File: config.mk
export PLATFORM = sky130hd
export DESIGN_NAME = cqa_ram
export DESIGN_NICKNAME = d
export VERILOG_FILES = /design/src/hw/rtl/cqa_ram.sv
export SDC_FILE = /design/constraint.sdc
export NUM_CORES = 1
export LEC_CHECK = 0
export BUFFER_PORTS_ARGS = -buffer_cell sky130_fd_sc_hd__buf_2
export CORE_MARGIN = 2
export CORE_UTILIZATION = 58
export DETAILED_ROUTE_END_ITERATION = 16
export GPL_ROUTABILITY_DRIVEN = 0
export PLACE_DENSITY = 0.78
export SLEW_MARGIN = 20
export SYNTH_ARGS = -nofsm -noshare
export SYNTH_HDL_FRONTEND = slang
export SYNTH_SLANG_ARGS = --single-unit
File: constraint.sdc
create_clock -name clk -period 1.76 [get_ports clk]
set_clock_uncertainty 0.1 [all_clocks]
set_input_delay 0.088 -clock clk [delete_from_list [all_inputs] [get_ports clk]]
set_output_delay 0.088 -clock clk [all_outputs]
set_load 0.02 [all_outputs]
File: src/hw/rtl/cqa_ram.sv
// Generic single-write, single-read RAM with registered read data.
module cqa_ram #(
  parameter int W = 8,
  parameter int D = 8
) (
  input  logic                 clk,
  input  logic                 we,
  input  logic [$clog2(D)-1:0] waddr,
  input  logic [W-1:0]         wdata,
  input  logic [$clog2(D)-1:0] raddr,
  output logic [W-1:0]         rdata
);

  logic [W-1:0] mem [D];

  always_ff @(posedge clk) begin
    if (we) begin
      mem[waddr] <= wdata;
    end
    rdata <= mem[raddr];
  end

endmodule

## Word level (Yosys, flattened, before mapping)

Memory sizes are Yosys's and may differ from the RTL's. A register that Yosys moved wholly into a read port is not among the register bits.
Index checks and enable logic that the tools add are counted.

- Memory bits (writable): 64
- Output and inout bits: 8
- Memories kept: 1
- Word-level logic and storage cells: 3
- Bits in registers: 0
- Bits of input ports: 16

Memories:

| name | depth | bits a word | read ports | clocked after memory_dff | write ports | RTL line | source |
|---|---|---|---|---|---|---|---|
| mem | 8 | 8 | 1 | 1 | 1 | 14 | `logic [W-1:0] mem [D];` |

- Muxes and demuxes: 2

Operators by type and width:

| cell | number |
|---|---|
| 1-bit two-way mux | 2 |

## Longest topological paths before layout

- Depth after elaboration: 2
- Mapped depth: 4
- Gate-level depth less buffers: 2

## Worst setup path after synthesis

No wires, ideal clock.

- Path type: input -> register
- From: input port waddr[2]
- To: memory mem[0][0] (enable)
- Library setup time: 383 ps
- Stages: 2
- Arrival: 865 ps
- Buffers on the path: 0
- Data required time: 1,277 ps
- Setup slack: 411 ps
- Cell sequence: nand2b_1 > nor3_1

RTL lines:

| what | RTL line | source |
|---|---|---|
| start, declared | 8 | `input logic [$clog2(D)-1:0] waddr,` |
| end, declared | 14 |  |

Straight into the memory's write port.

==> reports/metrics.yaml <==
vias: 1227
drc: 0
cap_violations: 0
report.final.slew_viol_count: 0
run_status: "complete, no violations"
grt-ovfl-total: 0
clkSlewWorstSetupHoldPaths_ns: 0.08
post-dp-hpwl_um: 2610
cts_setup_buffers: 0
cts_sinks: 72
synth_cells: 114
path_max_fanout: 1
die_area_um2: 5200
pwr-share-seq_pct: 51.8
portBuffers: 23
post-route-min-period_ns: 1.35
final.setup.worst_slack_ns: 0.407
synth.avg_cell_area_um2: 23.6
finalCritPeriodShare_pct: 76.9
initial_core_util_pct: 61.0
tightest_slew_ns: 0.348
arrival_ns: 1.48
first_global_vias: 1293
drive_gt1_share_pct: 33.9
cts_root_buffer: "clkbuf_8"
rsz0062_at_grt: "no"
cts_inserted_buffers: 9
cp-end-kind: "register"
crit_family: "multiplexers"
place_area_um2: 2910
clk-insertion-delay-late_ns: 0.33
critPathSlowestCell: "mux4_1"
dr.pass1.iters: 4
cp-start-kind: "register"
clk_path_buf_depth: 2
dieHeight_um: 72.1
fp-row-count: 24
hp-class: "in2reg"
antenna_found_initial: 0
layout_common_cells: "64 x edfxtp_1, 23 x buf_2, 15 x mux4_1"
syn_to_final_growth_pct: 20.5
ys_warn_count: 0
p_sw_mw: 0.695
internal_power_mw: 3.05
ys_types: 14
max_freq_mhz: 739
finalPower_mw: 3.75
ios: 24
antennaDiodeCount: 0
peakVddDrop_v: 0.000869
ys_ff_latch: 72
p_comb_share_pct: 5.9
final_common_cell: "edfxtp_1"
r2r_setup_slack_ns: 0.41
cts_tree: "done"
pre_cts_ws_ns: 0.340
finalSetupTns_ns: 0
finalHoldViolCount: 0
routed_wl_um: 4320
path_cells: "mux4_1 -> mux2_2"
ys_seq_area_share_pct: 77.4
synth_nets: 130
swShare_pct: 18.5
n_fill_cell: 266
grt_pass1_wl_um: 6750
coreArea_um2: 4410
first_iter_violations: 93
grt_max_degree: 17
setup_viol: 0
stdcell_area_um2: 3240
cts.htree.levels: 3
wl_per_cell_um: 19.9
drt-vias-per-instance: 5.65
drtAntennaViolNets: 0
critPathKind: "reg2reg"
crit_required_ns: 1.88
cpPeakStageDelay_ns: 0.51
relSlewSlack_pct: 76.8
post_cts_resized: 0
nNetsFinal: 176
clkPwrFrac_pct: 42.3
syn-cell-area_um2: 2690
path_buf_inv: 0
grt_use_total_pct: 18.9
dieWidth_um: 72.1
power.density_nw_per_um2: 1160
holdBufCountCts: 8
p_leak_nw: 1.17
==> final cells by class <==
type / count / area (µm²) / share of cell area [%]
tap: 52 / 65.1 / 2.01
clock inverter: 5 / 103 / 3.16
timing repair buffer: 40 / 275 / 8.49
clock buffer: 11 / 151 / 4.67
sequential: 72 / 2080 / 64.2
multi-input combinational: 37 / 566 / 17.4
==> registers in the layout, indices dropped and copies added, names as in the netlist <==
| signal | flops |
|---|---|
| mem | 64 |
| rdata | 8 |
==> layer usage <==
metal	vias up	global-route usage, %	wire length [µm]
li1	572	-	-
met1	625	24.5	1800
met2	26	30.8	2320
met3	4	4.31	154
met4	0	8.81	48
met5	-	0	0
==> power groups by stage <==
stage	registers, mW	clock network (mW)	logic, mW
floorplan	2.00	0	0.103
global placement	1.98	0	0.200
detailed placement	1.98	0	0.209
CTS	1.94	1.60	0.224
global route	1.95	1.68	0.238
finish	1.94	1.59	0.222
==> stage by stage <==
stage | hold WS, ns | cells | utilization [%]
after floorplan | 0.0869 | 114 | -
after global placement | 0.239 | 193 | 65.9
after detailed placement | 0.262 | 193 | 65.9
after CTS | 0.0970 | 217 | 73.4
after global routing | 0.108 | 217 | 73.4
final | 0.0947 | 217 | 73.4
==> cells in the mapped netlist <==
| cell | count | area (µm²) |
|---|---|---|
| mux4_2 | 1 | 22.5 |
| nor3_1 | 2 | 10.0 |
| buf_6 | 1 | 11.3 |
| nand2_1 | 2 | 7.51 |
| mux2_2 | 8 | 90.1 |
| dfxtp_1 | 8 | 160 |
| buf_1 | 1 | 3.75 |
| buf_12 | 1 | 20.0 |
| edfxtp_1 | 64 | 1920 |
| clkbuf_1 | 1 | 3.75 |
| nor2_1 | 6 | 22.5 |
| mux4_1 | 15 | 394 |
| buf_2 | 1 | 5.00 |
| nand2b_1 | 3 | 18.8 |
==> worst reg2reg max path, cell delays in order (launching register included) <==
cell and delay (ns):
edfxtp_1 0.37, mux4_1 0.51, mux2_2 0.27
==> worst paths after layout <==
check / start / end / depth (start not counted)
hold reg to reg: mem[2][6] / rdata[6] / 2
setup reg to reg: mem[1][4] / rdata[4] / 2
hold / removal: raddr[1] / rdata[4] / 2
setup / recovery: mem[1][4] / rdata[4] / 2
==> logic make-up after synthesis <==
logic type / count (synthesis) / synth area share, %
buffers and inverters: 5 / 1.63
flip-flops: 72 / 77.4
multiplexers: 24 / 18.8
AND/OR/NAND/NOR: 13 / 2.19
Power figures use the tool's default switching activity.
