<file path="config.mk">
export PLATFORM = sky130hd
export DESIGN_NAME = cqa_div
export DESIGN_NICKNAME = d
export VERILOG_FILES = /design/src/hw/rtl/cqa_div.sv
export SDC_FILE = /design/constraint.sdc
export NUM_CORES = 1
export LEC_CHECK = 0
export ABC_AREA = 1
export BUFFER_PORTS_ARGS = -buffer_cell sky130_fd_sc_hd__buf_2
export CORE_ASPECT_RATIO = 0.75
export CORE_MARGIN = 5
export CORE_UTILIZATION = 45
export DETAILED_ROUTE_END_ITERATION = 10
export HOLD_SLACK_MARGIN = 0.15
export PLACE_DENSITY = 0.66
export SYNTH_ARGS = -nofsm -noshare
export SYNTH_HDL_FRONTEND = slang
export SYNTH_SLANG_ARGS = --single-unit
</file>
<file path="constraint.sdc">
create_clock -name clk -period 2.9 [get_ports clk]
set_input_delay 0.29 -clock clk [delete_from_list [all_inputs] [get_ports clk]]
set_output_delay 0.29 -clock clk [all_outputs]
set_load 0.03 [all_outputs]
</file>
<file path="src/hw/rtl/cqa_div.sv">
// Restoring serial divider, one quotient bit per cycle.
module cqa_div #(
  parameter int DW = 16,
  parameter int VW = 8
) (
  input  logic          clk,
  input  logic          rst_n,
  input  logic          start,
  input  logic [DW-1:0] dividend,
  input  logic [VW-1:0] divisor,
  output logic          busy,
  output logic [DW-1:0] quotient
);

  localparam int CW = $clog2(DW + 1);

  logic [CW-1:0] cnt_r, cnt_nxt;
  logic [DW-1:0] dvd_r, dvd_nxt;
  logic [VW-1:0] rem_r, rem_nxt;
  logic [VW-1:0] den_r;
  logic [VW:0]   shl;
  logic [VW:0]   diff;

  assign shl  = {rem_r, dvd_r[DW-1]};
  assign diff = shl - {1'b0, den_r};

  always_comb begin
    cnt_nxt = cnt_r;
    dvd_nxt = dvd_r;
    rem_nxt = rem_r;
    if (start) begin
      cnt_nxt = CW'(DW);
      dvd_nxt = dividend;
      rem_nxt = '0;
    end else if (cnt_r != '0) begin
      cnt_nxt = cnt_r - 1'b1;
      if (shl >= {1'b0, den_r}) begin
        rem_nxt = diff[VW-1:0];
        dvd_nxt = {dvd_r[DW-2:0], 1'b1};
      end else begin
        rem_nxt = shl[VW-1:0];
        dvd_nxt = {dvd_r[DW-2:0], 1'b0};
      end
    end
  end

  always_ff @(posedge clk) begin
    if (!rst_n) begin
      cnt_r <= '0;
    end else begin
      cnt_r <= cnt_nxt;
    end
    dvd_r <= dvd_nxt;
    rem_r <= rem_nxt;
    if (start) begin
      den_r <= divisor;
    end
  end

  assign busy     = (cnt_r != '0);
  assign quotient = dvd_r;

endmodule

</file>
# Word-level counts from Yosys, hierarchy flattened

Index checks and enable logic that the tools add are counted.

Output and inout port bits: 17
Flip-flop bits (word level): 37
Logic and storage cells: 18

Reductions and logical operators: 3
Add/sub/neg operators: 2
Bitwise operators: 1
Multiplexer cells: 6
Magnitude comparators: 1

Operator list:

| operator                                                           | number |
|---|---|
| 16-bit 2-to-1 mux                                                  | 2 |
| 5-bit 2-to-1 mux                                                   | 2 |
| 9-bit by 8-bit >= comparator with 1-bit output                     | 1 |
| 8-bit 2-to-1 mux                                                   | 1 |
| 8-bit subtractor                                                   | 1 |
| 5-bit nonzero test                                                 | 1 |
| 5-bit by 1-bit subtractor with 5-bit output, second input constant | 1 |
| 2-bit nonzero test                                                 | 1 |
| 2-bit OR reduction                                                 | 1 |
| 1-bit 2-to-1 mux                                                   | 1 |
| 1-bit inverter                                                     | 1 |

# Depth between registers and ports, before layout

Word-level depth: 4
Mapped depth: 12

# Worst setup path before layout

Ideal clock, no wire load.

Kind: reg2reg
Start: register dvd_r[15] (netlist: quotient[15])
End: register rem_r[4]
Arrival: 1,687 ps
Data required time: 2,787 ps
Period minus slack after synthesis: 1,800 ps
Library setup time: 113 ps
Path buffers: 0
Cell stages (with the launch flop): 11
Setup slack: 1,100 ps
Cells stage by stage: edfxtp_1 -> inv_1 -> ha_1 -> fa_1 -> inv_1 -> nand3_1 -> nand3_1 -> xnor2_1 -> nand2_1 -> nand3_1 -> nand2_1

Longest elaborated chain between the ends: 2

RTL lines:

| element                                                                            | line   | RTL |
|---|---|---|
| from (decl)                                                                        | 18     | `logic [DW-1:0] dvd_r, dvd_nxt;` |
| from (signal assigned)                                                             | 53     | `dvd_r <= dvd_nxt;` |
| 8-bit subtractor or 9-bit by 8-bit >= comparator with 1-bit output (tied branches) | 25, 37 |  |
| 8-bit 2-to-1 mux *                                                                 | 37     | `if (shl >= {1'b0, den_r}) begin` |
| to (signal assigned)                                                               | 54     | `rem_r <= rem_nxt;` |
| to (decl)                                                                          | 19     | `logic [VW-1:0] rem_r, rem_nxt;` |

Mark *: on every way between the ends. The rest lies on a longest branch, timed or not.
A chain may end at the register's enable or synchronous reset.

# Final worst setup path

Start: register cnt_r[0]
End: register dvd_r[3] (netlist: quotient[3]) (enable)

Longest elaborated chain between the ends: 2

RTL lines:

| element                             | line | RTL |
|---|---|---|
| from (decl)                         | 17   | `logic [CW-1:0] cnt_r, cnt_nxt;` |
| from (signal assigned)              | 51   | `cnt_r <= cnt_nxt;` |
| 5-bit nonzero test                  | 35   | `end else if (cnt_r != '0) begin` |
| 2-bit nonzero test (no source line) | n/a  |  |

Every way passes these cells.

==> out/metrics.yaml <==
flow_run:
  drv_cap: 0
cts:
  cts.path.max_buffers: 2
  cts_buffers: 5
  clock_sinks: 37
  ctsResizeCount: 0
  clock_latency_ns: 0.28
  hold_buffers: 0
  htreeDepth: 2
  clock-root-buffer: "clkbuf_8"
  cts_tree: "built"
  clkTransAtPathRegs_ns: 0.07
  cts_setup_buffers: 0
synthesis:
  yosysTopAreaCellShare_pct: 35.8
  synth_seq_area_share_pct: 48.7
  async_flop_share_pct: 0
  synth_area_leader_cell: "edfxtp_1"
  syn-num-nets: 274
  synth.top_cells.by_count: "nand2_1, inv_1, edfxtp_1, nand3_1, dfxtp_1"
  synth_enable_flop_cells: 24
  synthCells: 237
  ys.flop_type: "edfxtp_1"
  yosysMostFrequentCell: "nand2_1"
  ys_types: 32
  synth.top_cells.by_area: "edfxtp_1, nand2_1, dfxtp_1"
  synth-seq-cells: 37
  synth_area_sq_um: 2010
  ys_warn_count: 0
  syn_avg_cell_area_sq_um: 8.50
min_path:
  min_from: "divisor[2]"
  min_to: "den_r[2]$_DFFE_PP_"
  whs_path_depth: 1
  min_path_type: "in2reg"
placement:
  dp_slack_ns: 0.804
  postPlaceCellArea_sq_um: 2270
  place_inst: 333
  gp_congestion: 0.864
  io_buffer_count: 43
  dp.final_hpwl_um: 3160
die:
  die_w_um: 87.3
  start_util_pct: 45.9
  pin_count: 44
  num_rows: 21
  dieArea_sq_um: 5930
  die_height_um: 67.9
  core_sq_um: 4390
setup_path:
  path_max_fanout: 16
  r2r_end: "quotient[3]$_DFFE_PP_"
  r2r_start: "cnt_r[0]$_SDFFE_PP0P_"
  start_kind: "register"
  r2r_slack_ns: 0.83
  required_ns: 2.82
  end_kind: "register"
  cp.arrival_ns: 1.99
  critPathKind: "reg2reg"
  rr_worst_depth: 8
global_routing:
  grt_use_total_pct: 15.5
  grt_overflow: 0
  grt_max_degree: 27
  grt_pass1_wl_um: 7060
  antenna_found_initial: 0
  grt_pass1_vias: 1508
power_and_ir_drop:
  peakVddDrop_mv: 0.406
  leakage_nw: 1.25
  finalPower_mw: 2.12
  pwr_density_cell_nw_per_um2: 893
sta:
  skew_ns: 0.00654
  fin_crit_sh_pct: 71.4
  period_minus_slack_ns: 2.07
  hold_slack_ns: 0.180
  max-slew-margin-rel_pct: 59.4
  setup_ws_ns: 0.829
  max_freq_mhz: 483
  setup_violations: 0
  fin_setup_tns_ns: 0
  hold_viol: 0
  worst_slew_pin_slew_ns: 0.608
  rsz0062_at_grt: "no"
  drv_slew: 0
routing:
  drc: 0
  drt_iter0_drc: 137
  via_count: 1632
  ant_nets: 0
  viasPerCell: 4.79
  totalWireLength_um: 4160
  wl_per_cell_um: 12.2
  drt_pass1_iterations: 4
cells_and_area:
  postLayoutCoreUtil_pct: 54.2
  drive_above_1_share_pct: 23.6
  fillers: 431
  fin_nets: 320
  area_growth_syn_to_layout_pct: 18.1
  multiInputGateArea_sq_um: 895
  ff_latch_area_sq_um: 981
  n_antenna_cell: 0
  fin_cells: 341
  final_area_sq_um: 2380
outcome:
  outcome: "completed"
-- report_power, final --
group          internal, mW  switching, mW  total (mW)
Clock                 0.254          0.174       0.428
Combinational         0.333          0.594       0.927
Sequential            0.691         0.0800       0.771
Total                  1.28          0.848        2.12
-- flip-flops by register name, summed over array words and instances (netlist names) --
| signal | cells |
|---|---|
| quotient | 16 |
| rem_r | 8 |
| den_r | 8 |
| cnt_r | 5 |
-- worst max path at each step --
| stage | startpoint | endpoint | slack [ns] |
|---|---|---|---|
| 4_1_cts | cnt_r[0]$_SDFFE_PP0P_ | quotient[5]$_DFFE_PP_ | 0.81 |
| 5_1_grt | cnt_r[0]$_SDFFE_PP0P_ | quotient[1]$_DFFE_PP_ | 0.67 |
| 6_report | cnt_r[0]$_SDFFE_PP0P_ | quotient[3]$_DFFE_PP_ | 0.83 |
| 3_3_place_gp | cnt_r[0]$_SDFFE_PP0P_ | quotient[11]$_DFFE_PP_ | 0.88 |
| 3_5_place_dp | cnt_r[0]$_SDFFE_PP0P_ | quotient[11]$_DFFE_PP_ | 0.80 |
| 2_1_floorplan | quotient[15]$_DFFE_PP_ | rem_r[4]$_SDFFE_PP0P_ | 1.10 |
-- final cells by class --
class                      instances  area share, %
clock buffer                       6           3.05
clock inverter                     2           1.42
inverter                          29           4.68
multi-input combinational        167           37.6
sequential                        37           41.2
tap                               57           3.00
timing repair buffer              43           9.04
-- cell families (layout without fill, tap and decap cells) --
logic type	Yosys count	in the layout	synth area share [%]
adders and majority gates	10	10	6.58
DFF	37	37	48.7
xor gates and xnor gates	4	4	1.74
buffers and inverters	33	80	6.89
and+or+nand+nor	144	144	33.8
AOI/OAI and AO/OA	9	9	2.30
-- worst max-delay path, stage by stage (launching register included) --
cell	delay, ns
dfxtp_1	0.34
inv_1	0.06
ha_1	0.21
nand2_2	0.08
nor2_2	0.03
inv_1	0.06
or2_1	0.37
nor2_8	0.08
inv_1	0.48
-- layer usage --
metal	up-vias	track usage (%)	share of wire, %
met5	-	0	0
met4	0	4.02	0.89
met3	5	4.33	5.5
li1	845	-	-
met2	36	22.6	44
met1	746	22.5	49
-- layout by cell type, fill, tap and decap left out, types with 4 or more instances in the layout --
master,count
nand3b_1,7
nand2_1,96
a21oi_1,6
inv_1,26
nand2_2,4
ha_1,9
dfxtp_1,13
nand3_1,16
nor2_1,7
edfxtp_1,24
buf_2,43
clkbuf_8,5
Power figures use the tool's default switching activity.
